[config.mk]
export PLATFORM = sky130hd
export DESIGN_NAME = divisibility_by_three_divisors
export DESIGN_NICKNAME = d
export VERILOG_FILES = /design/src/rtl/dbt_pkg.sv /design/src/rtl/dbt_bit_cell.sv /design/src/rtl/dbt_rem_cell.sv /design/src/rtl/divisibility_by_three_divisors.sv
export SDC_FILE = /design/constraint.sdc
export NUM_CORES = 1
export LEC_CHECK = 0
export BUFFER_PORTS_ARGS = -buffer_cell sky130_fd_sc_hd__buf_2
export CORE_MARGIN = 3
export CORE_UTILIZATION = 40
export DETAILED_ROUTE_END_ITERATION = 10
export RECOVER_POWER = 100
export SLEW_MARGIN = 20
export SYNTH_ARGS = -nofsm -noshare
export SYNTH_HDL_FRONTEND = slang
export SYNTH_SLANG_ARGS = --single-unit
[constraint.sdc]
create_clock -name i_clk -period 9.17 [get_ports i_clk]
set_input_delay 0.4585 -clock i_clk [delete_from_list [all_inputs] [get_ports i_clk]]
set_output_delay 0.4585 -clock i_clk [all_outputs]
set_load 0.01 [all_outputs]
[src/rtl/dbt_pkg.sv]
// Shared types and constants of the divisibility-by-three-divisors block.
// No dependencies; imported by every module of the block.
package dbt_pkg;

    localparam int NUM_DIVISORS   = 3;
    localparam int REM_FIELD_BITS = 16;

    localparam int DIV_FIRST_RESET  = 3;
    localparam int DIV_SECOND_RESET = 37;
    localparam int DIV_THIRD_RESET  = 89;

    typedef logic [1:0] t_cfg_index;

    localparam t_cfg_index CFG_DIVISOR_FIRST  = 2'd0;
    localparam t_cfg_index CFG_DIVISOR_SECOND = 2'd1;
    localparam t_cfg_index CFG_DIVISOR_THIRD  = 2'd2;

    typedef enum logic [1:0] {
        ST_IDLE,
        ST_RUN,
        ST_DRAIN
    } t_state;

    typedef struct packed {
        logic load;
        logic shift;
    } t_step_ctrl;

endpackage

[src/rtl/dbt_bit_cell.sv]
// One cell of the dividend shift chain: holds one dividend bit.
// Loads in parallel on a new request, then passes its bit up the chain.
// Depends on dbt_pkg.
module dbt_bit_cell (
    input  logic                i_clk,
    input  dbt_pkg::t_step_ctrl i_ctrl,
    input  logic                i_load_bit,
    input  logic                i_shift_bit,
    output logic                o_bit
);
    import dbt_pkg::*;

    logic r_bit;
    logic n_bit;

    always_comb begin
        n_bit = r_bit;
        if (i_ctrl.load) begin
            n_bit = i_load_bit;
        end else if (i_ctrl.shift) begin
            n_bit = i_shift_bit;
        end
    end

    always_ff @(posedge i_clk) begin
        r_bit <= n_bit;
    end

    assign o_bit = r_bit;

endmodule

[src/rtl/dbt_rem_cell.sv]
// Restoring shift-subtract remainder cell for one divisor.
// Takes one dividend bit per step; a zero divisor leaves the low dividend bits.
// Depends on dbt_pkg.
module dbt_rem_cell #(
    parameter int DIVISOR_BITS = 16
) (
    input  logic                               i_clk,
    input  dbt_pkg::t_step_ctrl                i_ctrl,
    input  logic                               i_bit,
    input  logic [DIVISOR_BITS-1:0]            i_divisor,
    output logic [dbt_pkg::REM_FIELD_BITS-1:0] o_rem_field,
    output logic                               o_zero
);
    import dbt_pkg::*;

    logic [DIVISOR_BITS-1:0]                r_rem;
    logic [DIVISOR_BITS-1:0]                n_rem;
    logic [DIVISOR_BITS:0]                  w_trial;
    logic [DIVISOR_BITS:0]                  w_den;
    logic [DIVISOR_BITS+REM_FIELD_BITS-1:0] w_ext;

    always_comb begin
        w_trial = {r_rem, i_bit};
        w_den   = {1'b0, i_divisor};
        n_rem   = r_rem;
        if (i_ctrl.load) begin
            n_rem = '0;
        end else if (i_ctrl.shift) begin
            if (w_trial >= w_den) begin
                n_rem = DIVISOR_BITS'(w_trial - w_den);
            end else begin
                n_rem = w_trial[DIVISOR_BITS-1:0];
            end
        end
    end

    always_ff @(posedge i_clk) begin
        r_rem <= n_rem;
    end

    assign w_ext       = {{REM_FIELD_BITS{1'b0}}, r_rem};
    assign o_rem_field = w_ext[REM_FIELD_BITS-1:0];
    assign o_zero      = (o_rem_field == '0);

endmodule

[src/rtl/divisibility_by_three_divisors.sv]
// Divisibility test of one dividend against three divisors. A request is taken
// only while the block is idle; the dividend is loaded into a chain of one-bit
// cells and shifted out MSB first, one bit per cycle, into three restoring
// remainder cells; a request passes through a load, one step per dividend
// bit and a hand-off to the output register. The output register holds the
// result until taken, and the next request is accepted while it waits.
// Divisors reset to 3, 37 and 89; a zero divisor yields the low dividend
// bits. Depends on dbt_pkg, dbt_bit_cell and dbt_rem_cell.
module divisibility_by_three_divisors #(
    parameter int DIVIDEND_BITS = 31,
    parameter int DIVISOR_BITS  = 16
) (
    input  logic                               i_clk,
    input  logic                               i_rst_n,
    input  logic                               i_cfg_we,
    input  dbt_pkg::t_cfg_index                i_cfg_index,
    input  logic [DIVISOR_BITS-1:0]            i_cfg_data,
    input  logic                               i_valid,
    output logic                               o_stall,
    input  logic [DIVIDEND_BITS-1:0]           i_dividend,
    output logic                               o_valid,
    input  logic                               i_stall,
    output logic                               o_divides_first,
    output logic [dbt_pkg::REM_FIELD_BITS-1:0] o_remainder_first,
    output logic                               o_divides_second,
    output logic [dbt_pkg::REM_FIELD_BITS-1:0] o_remainder_second,
    output logic                               o_divides_third,
    output logic [dbt_pkg::REM_FIELD_BITS-1:0] o_remainder_third
);
    import dbt_pkg::*;

    localparam int CNT_W = $clog2(DIVIDEND_BITS);
    localparam logic [CNT_W-1:0] LAST_STEP = CNT_W'(DIVIDEND_BITS - 1);

    t_state                    r_state;
    t_state                    n_state;
    logic [CNT_W-1:0]          r_count;
    logic [DIVISOR_BITS-1:0]   r_divisor [NUM_DIVISORS];
    logic                      r_out_valid;
    logic [REM_FIELD_BITS-1:0] r_out_rem [NUM_DIVISORS];
    logic                      r_out_zero [NUM_DIVISORS];

    t_step_ctrl                w_ctrl;
    logic                      w_accept;
    logic                      w_out_load;
    logic [DIVIDEND_BITS-1:0]  w_chain;
    logic [REM_FIELD_BITS-1:0] w_field [NUM_DIVISORS];
    logic                      w_zero [NUM_DIVISORS];

    // dividend chain, MSB cell feeds the remainder cells
    for (genvar k = 0; k < DIVIDEND_BITS; k++) begin : g_chain
        if (k == 0) begin : g_tail
            dbt_bit_cell u_cell (
                .i_clk       (i_clk),
                .i_ctrl      (w_ctrl),
                .i_load_bit  (i_dividend[k]),
                .i_shift_bit (1'b0),
                .o_bit       (w_chain[k])
            );
        end else begin : g_body
            dbt_bit_cell u_cell (
                .i_clk       (i_clk),
                .i_ctrl      (w_ctrl),
                .i_load_bit  (i_dividend[k]),
                .i_shift_bit (w_chain[k-1]),
                .o_bit       (w_chain[k])
            );
        end
    end

    for (genvar d = 0; d < NUM_DIVISORS; d++) begin : g_rem
        dbt_rem_cell #(
            .DIVISOR_BITS (DIVISOR_BITS)
        ) u_rem (
            .i_clk       (i_clk),
            .i_ctrl      (w_ctrl),
            .i_bit       (w_chain[DIVIDEND_BITS-1]),
            .i_divisor   (r_divisor[d]),
            .o_rem_field (w_field[d]),
            .o_zero      (w_zero[d])
        );
    end

    always_comb begin
        n_state = r_state;
        unique case (r_state)
            ST_IDLE: begin
                if (i_valid) begin
                    n_state = ST_RUN;
                end
            end
            ST_RUN: begin
                if (r_count == LAST_STEP) begin
                    n_state = ST_DRAIN;
                end
            end
            ST_DRAIN: begin
                if (!r_out_valid || !i_stall) begin
                    n_state = ST_IDLE;
                end
            end
            default: n_state = ST_IDLE;
        endcase
    end

    always_comb begin
        o_stall      = (r_state != ST_IDLE);
        w_accept     = i_valid && (r_state == ST_IDLE);
        w_ctrl.load  = w_accept;
        w_ctrl.shift = (r_state == ST_RUN);
        w_out_load   = (r_state == ST_DRAIN) && (!r_out_valid || !i_stall);
    end

    always_ff @(posedge i_clk) begin
        if (!i_rst_n) begin
            r_state     <= ST_IDLE;
            r_count     <= '0;
            r_out_valid <= 1'b0;
        end else begin
            r_state <= n_state;
            if (w_accept) begin
                r_count <= '0;
            end else if (w_ctrl.shift) begin
                r_count <= r_count + 1'b1;
            end
            if (w_out_load) begin
                r_out_valid <= 1'b1;
            end else if (!i_stall) begin
                r_out_valid <= 1'b0;
            end
        end
    end

    always_ff @(posedge i_clk) begin
        if (!i_rst_n) begin
            r_divisor[0] <= DIVISOR_BITS'(DIV_FIRST_RESET);
            r_divisor[1] <= DIVISOR_BITS'(DIV_SECOND_RESET);
            r_divisor[2] <= DIVISOR_BITS'(DIV_THIRD_RESET);
        end else if (i_cfg_we) begin
            unique case (i_cfg_index)
                CFG_DIVISOR_FIRST:  r_divisor[0] <= i_cfg_data;
                CFG_DIVISOR_SECOND: r_divisor[1] <= i_cfg_data;
                CFG_DIVISOR_THIRD:  r_divisor[2] <= i_cfg_data;
                default: ;
            endcase
        end
    end

    always_ff @(posedge i_clk) begin
        if (w_out_load) begin
            for (int d = 0; d < NUM_DIVISORS; d++) begin
                r_out_rem[d]  <= w_field[d];
                r_out_zero[d] <= w_zero[d];
            end
        end
    end

    assign o_valid            = r_out_valid;
    assign o_divides_first    = r_out_zero[0];
    assign o_remainder_first  = r_out_rem[0];
    assign o_divides_second   = r_out_zero[1];
    assign o_remainder_second = r_out_rem[1];
    assign o_divides_third    = r_out_zero[2];
    assign o_remainder_third  = r_out_rem[2];

`ifndef SYNTHESIS
    a_accept_starts: assert property (@(posedge i_clk) disable iff (!i_rst_n)
        (i_valid && !o_stall) |=> (r_state == ST_RUN) && (r_count == '0))
        else $error("request did not start a run");

    a_run_ends: assert property (@(posedge i_clk) disable iff (!i_rst_n)
        (r_state == ST_RUN && r_count == LAST_STEP) |=> (r_state == ST_DRAIN))
        else $error("run did not end after last dividend bit");

    a_drain_loads: assert property (@(posedge i_clk) disable iff (!i_rst_n)
        w_out_load |=> o_valid && (r_state == ST_IDLE))
        else $error("finished result not presented");

    a_flag_first: assert property (@(posedge i_clk) disable iff (!i_rst_n)
        o_valid |-> (o_divides_first == (o_remainder_first == '0)))
        else $error("first divides flag disagrees with remainder");
`endif

endmodule
# == After elaboration in Yosys (flattened, before gate mapping) ==
# Memory sizes are Yosys's and may differ from the RTL's.
# Cells that the tools add are included.
# word_totals
regBits,87
latchBits,0
mem_bits_rw,99
mem_bits_ro,0
in_bits,54
wordCells,163
n_memories,3
# mem_list
name,depth,width,read_ports,rd_clocked_by_memory_dff,wr,line,rtl
r_divisor,3,16,3,0,3,divisibility_by_three_divisors.sv:38,logic [DIVISOR_BITS-1:0] r_divisor [NUM_DIVISORS];
r_out_rem,3,16,3,0,3,divisibility_by_three_divisors.sv:40,logic [REM_FIELD_BITS-1:0] r_out_rem [NUM_DIVISORS];
r_out_zero,3,1,3,0,3,divisibility_by_three_divisors.sv:41,logic r_out_zero [NUM_DIVISORS];
# op_classes
add_sub_neg,4
multipliers,0
n_div,0
n_lt_le_gt_ge,3
eq_ne,9
n_shift,0
muxes,89
bitwise,4
n_reduce_logical,14
# ops
op,n
16-bit 2-to-1 mux,6
1-bit 2-to-1 mux,79
17-bit by 16-bit >= comparator with 1-bit output,3
16-bit logical NOT,3
16-bit subtractor,3
2-bit 2-to-1 mux,3
"2-bit != test, second input constant",3
2-bit one-hot mux with 3 select lines,1
"5-bit by 1-bit adder with 5-bit output, second input constant",1
"5-bit equality test, second input constant",1
"2-bit by 1-bit equality test with 1-bit output, second input constant",2
"2-bit equality test, second input constant",2
2-bit logical NOT,2
2-bit nonzero test,2
1-bit OR,3
3-bit AND reduction,1
1-bit logical AND,2
1-bit logical NOT,2
"2-bit by 1-bit != test with 1-bit output, second input constant",1
2-bit OR reduction,1
1-bit logical OR,1
1-bit NOT,1

# == Logic depth before layout (Yosys ltp) ==
# logic_depth
ltp_word,6
mapped_depth,12
mapped_depth_nobuf,12

# == By module ==
# A second synthesis with hierarchy kept.
# unflattened
hier_cells,935
area_unflattened_um2,10368.7
# modules_own_cells
module,instances,cells_each,area_per_inst_um2,seq_area_each_um2
divisibility_by_three_divisors,1,172,3550.9,3133.0
dbt_rem_cell at g_rem[0].u_rem ...,2,220,1726.7,320.3
dbt_rem_cell at g_rem[1].u_rem,1,230,1774.2,320.3
dbt_bit_cell,31,3,51.3,30.0

# == Worst setup path before layout ==
# OpenSTA, ideal clock, no wires.
# synth_timing
kind,register to register
start,register r_state[0]
end,memory r_out_rem[0][0] (enable)
t_arrival_ns,2.972
slack_ns,5.721
path_stages_with_launch,3
period_less_slack_ns,3.449
path_cell_list,dfxtp_1 -> nand2b_1 -> a21oi_1
# synth_rtl
item,line,rtl
from (decl),divisibility_by_three_divisors.sv:35,t_state r_state;
from (signal assigned),divisibility_by_three_divisors.sv:120,r_state <= n_state;
to (decl),divisibility_by_three_divisors.sv:40,

# == Final worst setup path ==
# layout_timing
start,register r_state[0]
end,register g_chain[15].g_body.u_cell.r_bit (enable)
# layout_between
elab_chain_cells,3
elab_cells_between_ends,4
cone_classes,1 x eq/ne; 3 x reduce/logical
# layout_lines
item,line,rtl
2-bit logical NOT,divisibility_by_three_divisors.sv:108,w_accept = i_valid && (r_state == ST_IDLE);
1-bit logical AND,divisibility_by_three_divisors.sv:108,
2-bit nonzero test (no source line) (*),n/a,
to (signal assigned),dbt_bit_cell.sv:26,r_bit <= n_bit;
to (decl),dbt_bit_cell.sv:13,logic r_bit;
# Every way passes the cells marked *; elsewhere a longest branch is shown, timed or not.
# A chain may end at the register's enable or synchronous reset.

==> impl_summary.log <==
[metrics] actual transition at the worst max-transition pin: 3162 ps
[metrics] deepest level of the CTS H-tree: 4
[metrics] routed via count: 6,658
[metrics] die extent in y: 158.6 um
[metrics] result of the run: finished with violations
[metrics] clock slew at the register clock pins of the worst setup and hold paths: 80 ps
[metrics] Worst Hold Depth: 3
[metrics] estimated wirelength of the detail-placed design: 14,980 um
[metrics] global-route wire length before repair: 33,670 um
[metrics] cell row count: 55
[metrics] switching share of power: 0.3583
[metrics] largest area contributor in the netlist: sky130_fd_sc_hd__edfxtp_1
[metrics] fill cell total of the finished layout: 2,180
[metrics] destination of the worst register-to-register timing path: g_chain[15].g_body.u_cell.o_bit$_DFFE_PP_
[metrics] clock tree from TritonCTS: yes
[metrics] biggest fanout along the worst timing path: 32
[metrics] overall fraction of global-route tracks in use: 0.1721
[metrics] Clock Root Buffer: sky130_fd_sc_hd__clkbuf_16
[metrics] die area: 25,140 um^2
[metrics] hold bufs inserted after CTS: 0
[metrics] number of DRC violations after detailed-routing iteration 0: 390
[metrics] cells after synthesis: 883
[metrics] count of inserted antenna diode cells: 0
[metrics] number of antenna violations at the first check in global routing: 0
[metrics] post-synthesis instance area: 9309 um^2
[metrics] Max Buffers Root-to-Sink: 2
[metrics] count of cells along the worst register-to-register path: 5
[metrics] overflow left after global routing: 0
[metrics] startpoint of the most critical setup path: r_state[0]$_SDFFE_PN0P_
[metrics] total count of hold-check failures in the final report: 0
[metrics] wire length per cell: 16.03 um
[metrics] area added between synthesis and finish: 14.48%
[metrics] total of warnings raised by yosys: 0
[metrics] count of final setup violators: 0
[metrics] most common cell after layout, fill and taps aside: sky130_fd_sc_hd__nand2_1
[metrics] startpoint of the worst register-to-register path: r_state[0]$_SDFFE_PN0P_
[metrics] class of the tightest hold or removal check: in2reg
[metrics] setup slack, reg-to-reg: 5100 ps
[metrics] slowest cell delay on critical path: 1360 ps
[metrics] violations in the final reports: capacitance limit, slew limit
[metrics] power share of the sequential group: 0.401
[metrics] minimum clock period: 4065 ps
[metrics] width of the die: 158.6 um
[metrics] number of synthesized register bits: 186
[metrics] total CTS buffers: 17
[metrics] Critical Path Start Type: flip-flop
[metrics] arrival time of the worst setup path: 4000 ps
[metrics] Required @ worst endpoint: 9110 ps
[metrics] start point of the worst hold path: i_dividend[21]
[metrics] Post-synth ARST share: 0
[metrics] IO buf count: 106
[metrics] net load switching power: 1.060 mW
[metrics] routed wire length: 21,060 um
[metrics] commonest cells after routing, fill and taps aside: sky130_fd_sc_hd__nand2_1 (131), sky130_fd_sc_hd__edfxtp_1 (130), sky130_fd_sc_hd__o21ai_0 (73), sky130_fd_sc_hd__clkbuf_1 (62), sky130_fd_sc_hd__inv_1 (59)
[metrics] share of power burned in the clock network: 0.260
[metrics] Peak VDD IR: 0.1388 mV
[metrics] clk sinks: 186
[metrics] power per standard cell area: 277.5 nW/um^2
[metrics] post-synth cell types: 61
[metrics] number of enable-type register cells in the synthesized netlist: 130
[metrics] last weighted congestion value of the routability-driven placer: 0.8764
[metrics] buffering stage count on the worst path with inverters included: 2
[metrics] detailed-route vias per instance: 5.067
[metrics] unrepaired setup endpoints after global routing: no
[metrics] Worst-Skew Late Latency: 440 ps
[metrics] worst-case headroom to the max-slew limit: -1.108
[metrics] mean instance size in the synthesized netlist: 10.54 um^2
[metrics] max-slew violation count: 186
[metrics] Clock Skew: 12.11 ps
[metrics] number of nets in the synthesized netlist: 990
[metrics] Worst Setup Path Type: reg2reg
[metrics] number of nets with antenna violations after detailed routing: 0
[metrics] Most used DFF post-synth: sky130_fd_sc_hd__edfxtp_1
[metrics] end of the worst hold path: g_chain[21].g_body.u_cell.o_bit$_DFFE_PP_
[metrics] cell family with the largest share of critical-path delay: simple AND/OR/NAND/NOR gates
[metrics] buffers inserted during post-CTS setup optimization: 0
[metrics] top cells by area, synth: sky130_fd_sc_hd__edfxtp_1 (42%), sky130_fd_sc_hd__dfxtp_1 (12%), sky130_fd_sc_hd__ha_1 (6.7%)
[metrics] Crit path top cell by count: sky130_fd_sc_hd__nor2_1
[metrics] internal power: 1.898 mW
[metrics] crit path capture type: flip-flop
[metrics] ratio of final minimum period to clock period: 0.4433
[metrics] core area: 22,780 um^2
[metrics] initial core utilization: 0.4087
[metrics] top-area cell type share of the netlist area: 0.4194
[metrics] I/O pin cnt: 107
[metrics] top achievable clock speed: 246.0 MHz
[metrics] list of cells traversed by the critical path: nor2_1 -> and2_0 -> clkbuf_1 -> nor2_1 -> inv_1
[metrics] share of post-route cells with drive strength above 1: 0.09690
[metrics] max_cap viols: 4
[metrics] leakage: 4.334 nW
[metrics] post-layout net count: 1,095
[metrics] cell at the slowest stage of the critical path: sky130_fd_sc_hd__nor2_1
[metrics] part of the total power dissipated in combinational logic: 0.340
[metrics] maximum number of pins on one net before global-route repair: 64
[metrics] vias in the first global route: 6,448
[metrics] setup total negative slack: 0 ps
[metrics] sequential fraction of the synthesis area: 0.5398
[metrics] detailed-router iteration count before antenna repair: 4
[metrics] number of remaining DRC errors: 0
[metrics] CTS resizes: 0
[metrics] fraction of the core area covered by cells at the end of the flow: 0.4678
-- final cells by class --
class	instances	area [um^2]	share of cell area
Clock inverter	15	193.9	0.01820
Inverter	59	221.5	0.02078
Timing Repair Buffer	116	510.5	0.04790
Clock buffer	17	425.4	0.03992
Multi-Input combinational cell	608	3889	0.3649
Sequential cell	186	5025	0.4715
Tap cell	313	391.6	0.03675
-- per-stage QoR --
stage	total power [mW]	setup slack [ps]	hold slack (ps)	instance area (um^2)	instances
after floorplan	1.998	5721	461.0	9309	883
final	2.958	5105	272.3	10660	1314
after CTS	2.982	6106	251.9	10760	1314
after detailed placement	2.214	6102	498.3	10140	1282
after global routing	3.159	4762	257.2	10660	1314
after global placement	2.201	6149	494.7	10140	1282
-- metal layers --
metal	global-route usage	part of all wire	up-vias
met2	0.2708	0.46	152
met4	0.04916	0.013	0
met5	0	0	-
met3	0.03642	0.046	20
li1	-	-	3372
met1	0.2411	0.48	3114
-- flip-flops by register name, summed over array words and instances (netlist names) --
| register | count |
|---|---|
| g_rem.u_rem.o_rem_field | 48 |
| r_divisor | 48 |
| r_out_rem | 48 |
| g_chain.g_body.u_cell.o_bit | 30 |
| r_count | 5 |
| r_out_zero | 3 |
| r_state | 2 |
| g_chain.g_tail.u_cell.o_bit | 1 |
| o_valid | 1 |
-- worst reg2reg max path, delay by kind of cell (launching register included) --
family / cells / cell delay, ps
buffers and inverters: 2 / 1560
DFF: 1 / 370
and+or+nand+nor: 3 / 1630
-- synthesized netlist by cell type, types with 17 or more instances --
master	number
sky130_fd_sc_hd__a21oi_1	43
sky130_fd_sc_hd__and2_1	17
sky130_fd_sc_hd__clkbuf_1	19
sky130_fd_sc_hd__dfxtp_1	56
sky130_fd_sc_hd__edfxtp_1	130
sky130_fd_sc_hd__ha_1	50
sky130_fd_sc_hd__inv_1	59
sky130_fd_sc_hd__mux2i_1	30
sky130_fd_sc_hd__nand2_1	132
sky130_fd_sc_hd__nand3_1	34
sky130_fd_sc_hd__nor2_1	45
sky130_fd_sc_hd__o21ai_0	64
sky130_fd_sc_hd__xnor2_1	19
sky130_fd_sc_hd__xor2_1	23
-- how the worst max path moves through the flow --
stage	endpoint	slack (ps)	depth (start not counted)
floorplan	r_out_rem[0][0]$_DFFE_PP_	5720	2
global placement	g_chain[21].g_body.u_cell.o_bit$_DFFE_PP_	6150	5
detailed placement	g_rem[0].u_rem.o_rem_field[12]$_SDFFE_PP0P_	6100	10
CTS	g_rem[0].u_rem.o_rem_field[12]$_SDFFE_PP0P_	6110	11
global route	g_chain[15].g_body.u_cell.o_bit$_DFFE_PP_	4760	5
finish	g_chain[15].g_body.u_cell.o_bit$_DFFE_PP_	5100	5
-- power groups by stage --
stage	combinational (mW)	sequential [mW]	clock, mW
after floorplan	0.851	1.15	0
after global placement	0.998	1.20	0
after global routing	1.13	1.21	0.818
final	1.00	1.19	0.768
after detailed placement	1.01	1.21	0
after CTS	1.01	1.19	0.783
-- logic make-up after synthesis --
group           count (synthesis)  synth area share
fa+ha+maj                      53           0.07366
xor+xnor                       42           0.03952
simple gates                  298            0.1508
compound gates                185            0.1194
buf+inv                        89           0.04462
mux                            30           0.03226
flops                         186            0.5398
Power figures use the tool's default switching activity.
